$ cat config.mk
export PLATFORM = sky130hd
export DESIGN_NAME = portal_funnel_path_smoother_unit
export DESIGN_NICKNAME = d
export VERILOG_FILES = /design/src/rtl/pfs_pkg.sv /design/src/rtl/portal_funnel_path_smoother_unit.sv /design/src/rtl/pfs_ram.sv /design/src/rtl/pfs_side.sv
export SDC_FILE = /design/constraint.sdc
export NUM_CORES = 2
export LEC_CHECK = 0
export ABC_AREA = 0
export BUFFER_PORTS_ARGS = -buffer_cell sky130_fd_sc_hd__clkbuf_2
export CAP_MARGIN = 20
export CORE_MARGIN = 8
export CORE_UTILIZATION = 40
export CTS_CLUSTER_DIAMETER = 200
export DETAILED_ROUTE_END_ITERATION = 8
export PLACE_DENSITY = 0.66
export SYNTH_ARGS = -nofsm -noshare
export SYNTH_HDL_FRONTEND = slang
export SYNTH_SLANG_ARGS = --single-unit
$ cat constraint.sdc
create_clock -name clk -period 22.3 [get_ports clk]
set_input_delay 2.23 -clock clk [delete_from_list [all_inputs] [get_ports clk]]
set_output_delay 2.23 -clock clk [all_outputs]
set_load 0.01 [all_outputs]
$ cat src/rtl/pfs_pkg.sv
// pfs_pkg: shared types and constants of the portal funnel path smoother
`default_nettype none
package pfs_pkg;
    localparam int COORD_W = 16;
    localparam int VEC_W = COORD_W + 1;
    localparam int PROD_W = 2 * VEC_W;
    localparam int NEAR_LIM = 16;
    localparam int NEAR_SQ = 256;

    localparam logic CMD_QUERY = 1'b0;
    localparam logic CMD_PORTAL = 1'b1;

    typedef enum logic [1:0] {
        SIDE_RIGHT = 2'd0,
        SIDE_LEFT = 2'd1,
        SIDE_NEAR = 2'd3
    } side_t;

    typedef struct packed {
        logic cmd;
        logic signed [COORD_W-1:0] ax;
        logic signed [COORD_W-1:0] ay;
        logic signed [COORD_W-1:0] bx;
        logic signed [COORD_W-1:0] by;
        logic final_portal;
    } item_t;

    typedef struct packed {
        logic signed [COORD_W-1:0] point_x;
        logic signed [COORD_W-1:0] point_y;
        logic path_end;
    } result_t;

    typedef struct packed {
        logic signed [COORD_W-1:0] ax;
        logic signed [COORD_W-1:0] ay;
        logic signed [COORD_W-1:0] bx;
        logic signed [COORD_W-1:0] by;
    } portal_t;

    typedef struct packed {
        logic signed [VEC_W-1:0] x;
        logic signed [VEC_W-1:0] y;
    } vec_t;
endpackage
`default_nettype wire

$ cat src/rtl/portal_funnel_path_smoother_unit.sv
// portal_funnel_path_smoother_unit: top level of the funnel path smoother
// A query beat sets start and end points; portal beats are stored one per cycle
// with busy low. The beat with final_portal set starts the scan and busy stays
// high until the end point leaves. The scan emits the start point, each turning
// point and the end point (path_end set), one beat per strobe; the receiver
// cannot stall. Every side test runs on one shared multiplier; a portal passes
// through the fetch and load states and then takes 1 to 5 side tests, and a broken
// funnel rescans from the portal after the corner.
`default_nettype none
module portal_funnel_path_smoother_unit #(
    parameter int MAX_PORTALS = 32
) (
    input  wire logic             clk,
    input  wire logic             rst_n,
    input  wire logic             start,
    input  wire pfs_pkg::item_t   item,
    output logic                  busy,
    output pfs_pkg::result_t      result,
    output logic                  strobe
);
    localparam int IDX_W = (MAX_PORTALS > 1) ? $clog2(MAX_PORTALS) : 1;
    localparam int CNT_W = $clog2(MAX_PORTALS + 1);
    localparam int CW = pfs_pkg::COORD_W;
    localparam int VW = pfs_pkg::VEC_W;

    typedef enum logic [11:0] {
        ST_IDLE       = 12'b000000000001,
        ST_EMIT_START = 12'b000000000010,
        ST_FETCH      = 12'b000000000100,
        ST_LOAD       = 12'b000000001000,
        ST_ORDER      = 12'b000000010000,
        ST_SIDE_A     = 12'b000000100000,
        ST_SIDE_D     = 12'b000001000000,
        ST_SIDE_C     = 12'b000010000000,
        ST_SIDE_B     = 12'b000100000000,
        ST_END_L      = 12'b001000000000,
        ST_END_R      = 12'b010000000000,
        ST_EMIT_END   = 12'b100000000000
    } state_t;

    state_t state_reg, state_next;
    logic [CNT_W-1:0] count_reg, count_next, i_reg, i_next;
    logic [IDX_W-1:0] lidx_reg, lidx_next, ridx_reg, ridx_next;
    logic signed [CW-1:0] sx_reg, sx_next, sy_reg, sy_next;
    logic signed [CW-1:0] ex_reg, ex_next, ey_reg, ey_next;
    logic signed [CW-1:0] apx_reg, apx_next, apy_reg, apy_next;
    pfs_pkg::vec_t lv_reg, lv_next, rv_reg, rv_next, c0_reg, c0_next, c1_reg, c1_next;
    pfs_pkg::vec_t op_o_reg, op_o_next, op_t_reg, op_t_next;
    pfs_pkg::vec_t nc0, nc1, ev;
    logic fresh_reg, fresh_next, go_reg, go_next;
    pfs_pkg::side_t a_reg, a_next, d_reg, d_next;
    pfs_pkg::result_t res_reg, res_next;
    logic strobe_reg, strobe_next;
    logic we;
    logic [IDX_W-1:0] raddr;
    pfs_pkg::portal_t wdata, rdata;
    logic side_done;
    pfs_pkg::side_t side_code;
    logic signed [CW-1:0] lpx, lpy, rpx, rpy;

    pfs_ram #(
        .WIDTH ($bits(pfs_pkg::portal_t)),
        .DEPTH (MAX_PORTALS)
    ) u_store (
        .clk   (clk),
        .we    (we),
        .waddr (count_reg[IDX_W-1:0]),
        .wdata (wdata),
        .raddr (raddr),
        .rdata (rdata)
    );

    pfs_side u_side (
        .clk   (clk),
        .rst_n (rst_n),
        .start (go_reg),
        .o     (op_o_reg),
        .t     (op_t_reg),
        .done  (side_done),
        .code  (side_code)
    );

    always_comb
    begin
        wdata.ax = item.ax;
        wdata.ay = item.ay;
        wdata.bx = item.bx;
        wdata.by = item.by;
        we = (state_reg == ST_IDLE) && start && (item.cmd == pfs_pkg::CMD_PORTAL)
            && (count_reg < CNT_W'(MAX_PORTALS));
        raddr = i_reg[IDX_W-1:0];
        busy = (state_reg != ST_IDLE);
        result = res_reg;
        strobe = strobe_reg;
        lpx = CW'(lv_reg.x + VW'(apx_reg));
        lpy = CW'(lv_reg.y + VW'(apy_reg));
        rpx = CW'(rv_reg.x + VW'(apx_reg));
        rpy = CW'(rv_reg.y + VW'(apy_reg));
        ev.x = VW'(ex_reg) - VW'(apx_reg);
        ev.y = VW'(ey_reg) - VW'(apy_reg);
        nc0 = (side_code == pfs_pkg::SIDE_LEFT) ? c1_reg : c0_reg;
        nc1 = (side_code == pfs_pkg::SIDE_LEFT) ? c0_reg : c1_reg;
    end

    always_comb
    begin
        state_next = state_reg;
        count_next = count_reg;
        i_next = i_reg;
        lidx_next = lidx_reg;
        ridx_next = ridx_reg;
        sx_next = sx_reg;
        sy_next = sy_reg;
        ex_next = ex_reg;
        ey_next = ey_reg;
        apx_next = apx_reg;
        apy_next = apy_reg;
        lv_next = lv_reg;
        rv_next = rv_reg;
        c0_next = c0_reg;
        c1_next = c1_reg;
        op_o_next = op_o_reg;
        op_t_next = op_t_reg;
        fresh_next = fresh_reg;
        go_next = 1'b0;
        a_next = a_reg;
        d_next = d_reg;
        res_next = res_reg;
        strobe_next = 1'b0;
        case (state_reg)
            ST_IDLE:
            begin
                if (start)
                begin
                    if (item.cmd == pfs_pkg::CMD_QUERY)
                    begin
                        sx_next = item.ax;
                        sy_next = item.ay;
                        ex_next = item.bx;
                        ey_next = item.by;
                        count_next = '0;
                    end
                    else
                    begin
                        if (we)
                        begin
                            count_next = count_reg + 1'b1;
                        end
                        if (item.final_portal)
                        begin
                            state_next = ST_EMIT_START;
                        end
                    end
                end
            end
            ST_EMIT_START:
            begin
                res_next.point_x = sx_reg;
                res_next.point_y = sy_reg;
                res_next.path_end = 1'b0;
                strobe_next = 1'b1;
                apx_next = sx_reg;
                apy_next = sy_reg;
                lv_next = '0;
                rv_next = '0;
                lidx_next = '0;
                ridx_next = '0;
                fresh_next = 1'b1;
                i_next = '0;
                state_next = ST_FETCH;
            end
            ST_FETCH:
            begin
                if (i_reg < count_reg)
                begin
                    state_next = ST_LOAD;
                end
                else
                begin
                    op_o_next = ev;
                    op_t_next = lv_reg;
                    go_next = 1'b1;
                    state_next = ST_END_L;
                end
            end
            ST_LOAD:
            begin
                c0_next.x = VW'(rdata.ax) - VW'(apx_reg);
                c0_next.y = VW'(rdata.ay) - VW'(apy_reg);
                c1_next.x = VW'(rdata.bx) - VW'(apx_reg);
                c1_next.y = VW'(rdata.by) - VW'(apy_reg);
                op_o_next = c0_next;
                op_t_next = c1_next;
                go_next = 1'b1;
                state_next = ST_ORDER;
            end
            ST_ORDER:
            begin
                if (side_done)
                begin
                    c0_next = nc0;
                    c1_next = nc1;
                    if (fresh_reg)
                    begin
                        lv_next = nc0;
                        rv_next = nc1;
                        lidx_next = i_reg[IDX_W-1:0];
                        ridx_next = i_reg[IDX_W-1:0];
                        fresh_next = 1'b0;
                        i_next = i_reg + 1'b1;
                        state_next = ST_FETCH;
                    end
                    else
                    begin
                        op_o_next = nc0;
                        op_t_next = lv_reg;
                        go_next = 1'b1;
                        state_next = ST_SIDE_A;
                    end
                end
            end
            ST_SIDE_A:
            begin
                if (side_done)
                begin
                    a_next = side_code;
                    op_o_next = c1_reg;
                    op_t_next = rv_reg;
                    go_next = 1'b1;
                    state_next = ST_SIDE_D;
                end
            end
            ST_SIDE_D:
            begin
                if (side_done)
                begin
                    if ((a_reg == pfs_pkg::SIDE_RIGHT) && (side_code == pfs_pkg::SIDE_LEFT))
                    begin
                        i_next = i_reg + 1'b1;
                        state_next = ST_FETCH;
                    end
                    else
                    begin
                        d_next = side_code;
                        op_o_next = c1_reg;
                        op_t_next = lv_reg;
                        go_next = 1'b1;
                        state_next = ST_SIDE_C;
                    end
                end
            end
            ST_SIDE_C:
            begin
                if (side_done)
                begin
                    if (side_code == pfs_pkg::SIDE_RIGHT)
                    begin
                        apx_next = lpx;
                        apy_next = lpy;
                        res_next.point_x = lpx;
                        res_next.point_y = lpy;
                        res_next.path_end = 1'b0;
                        strobe_next = 1'b1;
                        fresh_next = 1'b1;
                        i_next = CNT_W'(lidx_reg) + 1'b1;
                        state_next = ST_FETCH;
                    end
                    else
                    begin
                        op_o_next = c0_reg;
                        op_t_next = rv_reg;
                        go_next = 1'b1;
                        state_next = ST_SIDE_B;
                    end
                end
            end
            ST_SIDE_B:
            begin
                if (side_done)
                begin
                    if (side_code == pfs_pkg::SIDE_LEFT)
                    begin
                        apx_next = rpx;
                        apy_next = rpy;
                        res_next.point_x = rpx;
                        res_next.point_y = rpy;
                        res_next.path_end = 1'b0;
                        strobe_next = 1'b1;
                        fresh_next = 1'b1;
                        i_next = CNT_W'(ridx_reg) + 1'b1;
                    end
                    else
                    begin
                        if (a_reg == pfs_pkg::SIDE_LEFT)
                        begin
                            lv_next = c0_reg;
                            lidx_next = i_reg[IDX_W-1:0];
                        end
                        if (d_reg == pfs_pkg::SIDE_RIGHT)
                        begin
                            rv_next = c1_reg;
                            ridx_next = i_reg[IDX_W-1:0];
                        end
                        i_next = i_reg + 1'b1;
                    end
                    state_next = ST_FETCH;
                end
            end
            ST_END_L:
            begin
                if (side_done)
                begin
                    if (side_code == pfs_pkg::SIDE_RIGHT)
                    begin
                        res_next.point_x = lpx;
                        res_next.point_y = lpy;
                        res_next.path_end = 1'b0;
                        strobe_next = 1'b1;
                        state_next = ST_EMIT_END;
                    end
                    else
                    begin
                        op_o_next = ev;
                        op_t_next = rv_reg;
                        go_next = 1'b1;
                        state_next = ST_END_R;
                    end
                end
            end
            ST_END_R:
            begin
                if (side_done)
                begin
                    if (side_code == pfs_pkg::SIDE_LEFT)
                    begin
                        res_next.point_x = rpx;
                        res_next.point_y = rpy;
                        res_next.path_end = 1'b0;
                        strobe_next = 1'b1;
                    end
                    state_next = ST_EMIT_END;
                end
            end
            ST_EMIT_END:
            begin
                res_next.point_x = ex_reg;
                res_next.point_y = ey_reg;
                res_next.path_end = 1'b1;
                strobe_next = 1'b1;
                count_next = '0;
                state_next = ST_IDLE;
            end
            default:
            begin
                state_next = ST_IDLE;
            end
        endcase
    end

    always_ff @(posedge clk or negedge rst_n)
    begin
        if (!rst_n)
        begin
            state_reg <= ST_IDLE;
            count_reg <= '0;
            i_reg <= '0;
            lidx_reg <= '0;
            ridx_reg <= '0;
            sx_reg <= '0;
            sy_reg <= '0;
            ex_reg <= '0;
            ey_reg <= '0;
            apx_reg <= '0;
            apy_reg <= '0;
            lv_reg <= '0;
            rv_reg <= '0;
            fresh_reg <= 1'b1;
            go_reg <= 1'b0;
            strobe_reg <= 1'b0;
        end
        else
        begin
            state_reg <= state_next;
            count_reg <= count_next;
            i_reg <= i_next;
            lidx_reg <= lidx_next;
            ridx_reg <= ridx_next;
            sx_reg <= sx_next;
            sy_reg <= sy_next;
            ex_reg <= ex_next;
            ey_reg <= ey_next;
            apx_reg <= apx_next;
            apy_reg <= apy_next;
            lv_reg <= lv_next;
            rv_reg <= rv_next;
            fresh_reg <= fresh_next;
            go_reg <= go_next;
            strobe_reg <= strobe_next;
        end
    end

    always_ff @(posedge clk)
    begin
        c0_reg <= c0_next;
        c1_reg <= c1_next;
        op_o_reg <= op_o_next;
        op_t_reg <= op_t_next;
        a_reg <= a_next;
        d_reg <= d_next;
        res_reg <= res_next;
    end
endmodule
`default_nettype wire

$ cat src/rtl/pfs_ram.sv
// pfs_ram: generic single write port ram with registered read
`default_nettype none
module pfs_ram #(
    parameter int WIDTH = 64,
    parameter int DEPTH = 32,
    localparam int AW = (DEPTH > 1) ? $clog2(DEPTH) : 1
) (
    input  wire logic                 clk,
    input  wire logic                 we,
    input  wire logic [AW-1:0]        waddr,
    input  wire logic [WIDTH-1:0]     wdata,
    input  wire logic [AW-1:0]        raddr,
    output logic      [WIDTH-1:0]     rdata
);
    logic [WIDTH-1:0] mem [DEPTH];

    always_ff @(posedge clk)
    begin
        if (we)
        begin
            mem[waddr] <= wdata;
        end
        rdata <= mem[raddr];
    end
endmodule
`default_nettype wire

$ cat src/rtl/pfs_side.sv
// pfs_side: side test of two vectors over one shared multiplier
`default_nettype none
module pfs_side (
    input  wire logic                            clk,
    input  wire logic                            rst_n,
    input  wire logic                            start,
    input  wire pfs_pkg::vec_t                   o,
    input  wire pfs_pkg::vec_t                   t,
    output logic                                 done,
    output pfs_pkg::side_t                       code
);
    typedef enum logic [2:0] {
        SD_IDLE = 3'b001,
        SD_MUL2 = 3'b010,
        SD_DONE = 3'b100
    } sd_state_t;

    sd_state_t state_reg, state_next;
    logic signed [pfs_pkg::PROD_W-1:0] p1_reg, p2_reg, prod;
    logic signed [pfs_pkg::VEC_W-1:0] mul_a, mul_b;
    logic signed [pfs_pkg::PROD_W:0] z;
    logic signed [pfs_pkg::VEC_W:0] dx, dy, adx, ady;
    logic [7:0] sqx, sqy;
    logic [8:0] sq_sum;
    logic near;

    always_comb
    begin
        mul_a = (state_reg == SD_IDLE) ? o.x : o.y;
        mul_b = (state_reg == SD_IDLE) ? t.y : t.x;
        prod = mul_a * mul_b;
    end

    always_comb
    begin
        dx = {o.x[pfs_pkg::VEC_W-1], o.x} - {t.x[pfs_pkg::VEC_W-1], t.x};
        dy = {o.y[pfs_pkg::VEC_W-1], o.y} - {t.y[pfs_pkg::VEC_W-1], t.y};
        adx = dx[pfs_pkg::VEC_W] ? -dx : dx;
        ady = dy[pfs_pkg::VEC_W] ? -dy : dy;
        sqx = adx[3:0] * adx[3:0];
        sqy = ady[3:0] * ady[3:0];
        sq_sum = {1'b0, sqx} + {1'b0, sqy};
        near = (dx > -(pfs_pkg::VEC_W+1)'(pfs_pkg::NEAR_LIM))
            && (dx < (pfs_pkg::VEC_W+1)'(pfs_pkg::NEAR_LIM))
            && (dy > -(pfs_pkg::VEC_W+1)'(pfs_pkg::NEAR_LIM))
            && (dy < (pfs_pkg::VEC_W+1)'(pfs_pkg::NEAR_LIM))
            && (sq_sum < 9'(pfs_pkg::NEAR_SQ));
        z = {p1_reg[pfs_pkg::PROD_W-1], p1_reg} - {p2_reg[pfs_pkg::PROD_W-1], p2_reg};
        if (near)
        begin
            code = pfs_pkg::SIDE_NEAR;
        end
        else if (!z[pfs_pkg::PROD_W] && (z != '0))
        begin
            code = pfs_pkg::SIDE_LEFT;
        end
        else
        begin
            code = pfs_pkg::SIDE_RIGHT;
        end
        done = (state_reg == SD_DONE);
    end

    always_comb
    begin
        state_next = state_reg;
        case (state_reg)
            SD_IDLE: if (start) state_next = SD_MUL2;
            SD_MUL2: state_next = SD_DONE;
            SD_DONE: state_next = SD_IDLE;
            default: state_next = SD_IDLE;
        endcase
    end

    always_ff @(posedge clk or negedge rst_n)
    begin
        if (!rst_n)
        begin
            state_reg <= SD_IDLE;
        end
        else
        begin
            state_reg <= state_next;
        end
    end

    always_ff @(posedge clk)
    begin
        if (state_reg == SD_IDLE)
        begin
            p1_reg <= prod;
        end
        if (state_reg == SD_MUL2)
        begin
            p2_reg <= prod;
        end
    end
endmodule
`default_nettype wire

* Word level (Yosys, flattened, before mapping)
Memories as Yosys holds them, arrays and structs flattened. A register that Yosys moved wholly into a read port is not among the register bits.
Cells that the tools add are included.
** Storage, ports and cells
- Memory bits (writable) :: 2048
- Bits in read-only memories :: 0
- Bits of input ports :: 69
- Bits in registers :: 445
- Output and inout bits :: 35
- Word-level logic and storage cells :: 276
- Bits in latches :: 0
- Memories kept :: 1
** Memories
- u_store.mem :: depth 32, bits a word 64, rd ports 1, clocked after Yosys merged registers in 1, write ports 1, RTL line pfs_ram.sv:15 : logic [WIDTH-1:0] mem [DEPTH];
** Cells by class
- Reductions and logical operators :: 40
- Add/subtract/negate cells :: 20
- Divide/modulo/power cells :: 0
- Equality and inequality tests :: 47
- $mul :: 3
- Bitwise gates (word level) :: 2
- Order comparisons :: 7
- Multiplexer cells :: 122
- Shift-type cells :: 0
** Operators with widths (number)
- 34-bit 2-to-1 mux :: 32
- 34-bit case mux with 7 select lines :: 1
- 34-bit case mux with 3 select lines :: 2
- 34-bit case mux with 6 select lines :: 1
- 34-bit case mux with 2 select lines :: 2
- 12-bit 2-to-1 mux :: 11
- 33-bit 2-to-1 mux :: 4
- 12-bit case mux with 11 select lines :: 1
- 33-bit case mux with 4 select lines :: 1
- 16-bit 2-to-1 mux :: 8
- 16-bit by 16-bit subtractor with 17-bit output :: 6
- 16-bit case mux with 3 select lines :: 2
- 6-bit 2-to-1 mux :: 12
- 16-bit adder :: 4
- 2-bit != test, second input constant :: 24
- 5-bit 2-to-1 mux :: 8
- 18-bit by 5-bit > comparator with 1-bit output, second input constant :: 2
- 18-bit by 6-bit less-than comparator with 1-bit output, second input constant :: 2
- 17-bit by 17-bit subtractor with 18-bit output :: 2
- 35-bit nonzero test :: 1
- 34-bit by 34-bit subtractor with 35-bit output :: 1
- 17-bit by 17-bit multiplier with 34-bit output :: 1
- 17-bit 2-to-1 mux :: 2
- 5-bit case mux with 3 select lines :: 2
- other kinds (59) :: 109

* Depth between registers and ports, before layout
- Word-level depth :: 13
- Mapped depth :: 34
- Mapped depth without buffers :: 32

* By module
A second synthesis with hierarchy kept.
** Unflattened totals
- Cells, all modules :: 7685
- Area total of the unflattened synthesis :: 121604.1 um^2
** Modules (own cells, without submodules)
- pfs_ram :: area an instance 78947.0 um^2, cells an instance 3109, instances 1, sequential area each 62780.2 um^2
- portal_funnel_path_smoother_unit :: area an instance 24677.4 um^2, cells an instance 2550, instances 1, sequential area each 10227.3 um^2
- pfs_side :: area an instance 17979.7 um^2, cells an instance 2026, instances 1, sequential area each 2118.3 um^2

* Worst setup path after synthesis
OpenSTA, ideal clock, no wires.
- Kind :: register to register
- From :: register u_side.state_reg[0]
- To :: register u_side.p1_reg[33] (netlist bit), data pin
- Buffers on the path :: 3
- Path slack :: 13.762 ns
- Library setup time :: 0.264 ns
- Stages on the path, launching flop included :: 30
- Arrival :: 8.274 ns
- Clock period less this slack :: 8.538 ns
- Required time :: 22.036 ns
- Path through :: dfstp_2 nor3b_1 clkbuf_1 clkbuf_1 buf_1 a21oi_1 nor2_1 fa_1 inv_1 fa_1 fa_1 inv_1 fa_1 inv_1 fa_1 fa_1 inv_1 ha_1 o21ai_0 nand2b_1 o41a_1 a211o_1 a41oi_1 o21ai_0 and2_1 o21a_1 nor3_1 o21bai_1 a21oi_1 xnor2_1
** On the way
- Cells in the longest elaborated chain, start to end :: 3
- Elaborated cells between the ends (all ways) :: 4
- Classes of those cells :: mul: 1; eq/ne: 1; mux: 2
** Ends and longest elaborated chain
- from (decl) :: RTL line pfs_side.sv:18 : sd_state_t state_reg, state_next;
- from (signal assigned) :: RTL line pfs_side.sv:83 : state_reg <= state_next;
- 3-bit by 1-bit == test with 1-bit output (*) :: RTL line pfs_side.sv:29, pfs_side.sv:30
- 17-bit 2-to-1 mux, on equally long branches :: RTL line pfs_side.sv:29, pfs_side.sv:30
- 17-bit by 17-bit multiplier with 34-bit output (*) :: RTL line pfs_side.sv:31 : prod = mul_a * mul_b;
- named net u_side.prod, one bit :: RTL line pfs_side.sv:19 : logic signed [pfs_pkg::PROD_W-1:0] p1_reg, p2_reg, prod;
- to (signal assigned) :: RTL line pfs_side.sv:91 : p1_reg <= prod;
- to (decl) :: RTL line pfs_side.sv:19
Mark *: on every way through the listed nets, which the timed path passes. The rest lies on a longest branch.
A chain may end at the register's enable or synchronous reset.

* Worst setup path after layout
Ends and elaborated chain as after synthesis.

==> out/metrics.yaml <==
outcome:
  outcome: "finished, final reports clean"
place:
  dp_hpwl_um: 220000
  placed_cells_incl_taps: 11500
  port_buffers: 103
  gp_congestion: 0.964
  dpl_worst_slack_ps: 12970
routing:
  top_layer: "met5"
  vias: 70800
  wl_met1_um: 137000
  drtAntennaViolNets: 0
  firstDrtPassIters: 6
  met2WireLength_um: 169000
  wl_um: 351000
  drcViolationCount: 0
  wl_met3_um: 30000
  wl_per_cell_um: 29.3
  drt-initial-drc-count: 7890
  vias_per_cell: 5.91
power_and_ir_drop:
  power.total_uw: 20700
  p_leak_uw: 0.0477
  powerDensity_nw_per_um2: 153
  ir_drop_mv: 0.261
floorplan:
  start_util_pct: 40.1
  core_area_sq_um: 302000
  io_pins: 104
  die_w_um: 566
  dieArea_sq_um: 320000
  row_count: 202
  fp.dieH_um: 566
sta:
  maxClockFrequency_mhz: 107
  fin_skew_ps: 75.4
  hold_viol: 0
  worst_slew_pin_slew_ps: 1160
  finalCriticalPeriod_ps: 9330
  slew_violations: 0
  setup_violations: 0
  period_share_pct: 41.8
  rsz0062_at_grt: "no"
  relSlewSlack_pct: 22.8
  fin_setup_tns_ps: 0
  worst_slack_ps: 12970
synthesis:
  synth_edf_count: 2289
  syn_area_per_cell_sq_um: 15.9
  syn_inst: 7579
  ys_seq_area_share_pct: 62.2
  netlist_top_cells_area: "edfxtp_1 57%, mux4_2 12%, fa_1 5.3%"
  netlist_area_sq_um: 121000
  yosys_register_bits: 2557
  synth_top_area_cell: "edfxtp_1"
  synth_top_area_share_pct: 56.9
  synth.net_count: 8304
  yosysUniqueCellTypes: 93
  synthFlopType: "edfxtp_1"
  ys_warn_count: 0
  synthArstFlopShare_pct: 7.98
clocking:
  clk_pin_slew_ps: 60
  cts_htree_levels: 5
  cts_sinks: 2557
  cts_buffer_depth: 4
  numCtsBuffers: 266
  post_cts_resized: 0
  cts_setup_buffers: 0
  root_buffer: "clkbuf_16"
  clock_latency_ps: 880
  cts_tree: "done"
  holdBufCountCts: 0
setup_path:
  path_class: "reg2reg"
  cp_data_arrival_time_ps: 9930
  startpoint_type: "flip-flop"
  worstPathRequired_ps: 22900
  cpMostUsedCell: "fa_1"
  crit_fanout: 77
  cp-end-kind: "flip-flop"
  slowest_delay_ps: 850
  slowest_stage: "a21oi_1"
grt:
  antenna_found_initial: 31
  track_usage_pct: 21.5
  grt_pass1_wl_um: 504000
  grt_max_degree: 92
  first_global_vias: 71600
  grt.overflow.total: 0
layout:
  layoutNonFillerInstCount: 12000
  drive_gt1_share_pct: 19.5
  area_growth_pct: 12.1
  reg_top3: "u_store.mem: 2048 flops, u_store.rdata: 64 flops"
  largest_register: "u_store.mem"
  final_cell_mix: "2289 x edfxtp_1, 640 x mux4_2, 523 x inv_1"
  num-nets-final: 8507
  largest_register_ffs: 2048
  final_common_cell: "edfxtp_1"
flow_run:
  cap_violations: 0
min_path:
  min_path_type: "reg2reg"
-- worst max-delay path: cells and delay by family (launching register included) --
family                     cells  cell delay (ps)
adders and majority gates      7             3330
AOI/OAI and AO/OA              9             2580
buffers and inverters          6             1400
and+or+nand+nor                6              970
DFF                            1              560
xor gates and xnor gates       1              100
-- per-stage QoR --
stage          utilization (%)  cell area (sq um)  hold WS, ps
6_report                  44.9             136000          488
2_1_floorplan                -             121000          451
5_1_grt                   44.9             135000          509
3_5_place_dp              42.0             127000          468
4_1_cts                   44.9             135000          491
3_3_place_gp              42.0             127000          476
-- final cells by class --
type | count | area [sq um]
Sequential cell | 2557 | 75100
Tap cell | 3978 | 4980
Inverter | 526 | 1980
Clock buffer | 351 | 7340
Multi-Input combinational cell | 4172 | 42800
Fill cell | 26000 | 166000
Antenna cell | 14 | 35.0
Timing Repair Buffer | 259 | 1810
Clock inverter | 122 | 1410
-- power breakdown --
| group | internal, uW | switching [uW] |
|---|---|---|
| Clock | 2630 | 1870 |
| Combinational | 4160 | 5420 |
| Sequential | 6130 | 523 |
| Total | 12900 | 7810 |
-- cells in the mapped netlist, types with 30 or more instances --
cell type	count
inv_1	523
o21ai_0	182
mux2i_1	69
nor2b_1	53
nand3_1	52
nor2_1	459
nand2_1	494
mux4_2	640
a22oi_1	101
a31oi_1	52
a21oi_2	30
fa_1	320
a21o_1	94
nor3_1	56
o21bai_1	31
ha_1	336
a211oi_1	46
mux2_2	118
dfxtp_1	64
a21oi_1	315
xor2_1	56
o21a_1	74
dfrtp_1	201
nand2b_1	36
edfxtp_1	2289
or2_2	35
buf_1	46
clkbuf_1	242
xnor2_1	149
-- cell families after synthesis --
| group | after synthesis | synth area share (%) |
|---|---|---|
| xor gates and xnor gates | 205 | 1.49 |
| buffers and inverters | 850 | 2.73 |
| and+or+nand+nor | 1327 | 4.88 |
| adders and majority gates | 656 | 8.78 |
| muxes | 828 | 13.6 |
| DFF | 2557 | 62.2 |
| AOI/OAI and AO/OA | 1156 | 6.36 |
-- metal layers --
layer,GRT usage [%],vias up
met1,28.4,37100
met2,35.4,3556
met3,3.82,712
met4,8.54,14
met5,0,-
li1,-,29400
-- final timing paths --
check                                    startpoint  slack (ps)                  end  depth (start not counted)
worst max-delay path            u_side.state_reg[0]       12970    u_side.p1_reg[33]                         29
worst min-delay path                         go_reg         490  u_side.state_reg[1]                          1
worst max register to register  u_side.state_reg[0]       12970    u_side.p1_reg[33]                         29
worst min register to register               go_reg         490  u_side.state_reg[1]                          1
max in group asynchronous                     rst_n       19170           ey_reg[13]                          2
min in group asynchronous                     rst_n        1460            sx_reg[5]                          1
Note: power is estimated with default switching activity, not from simulation.
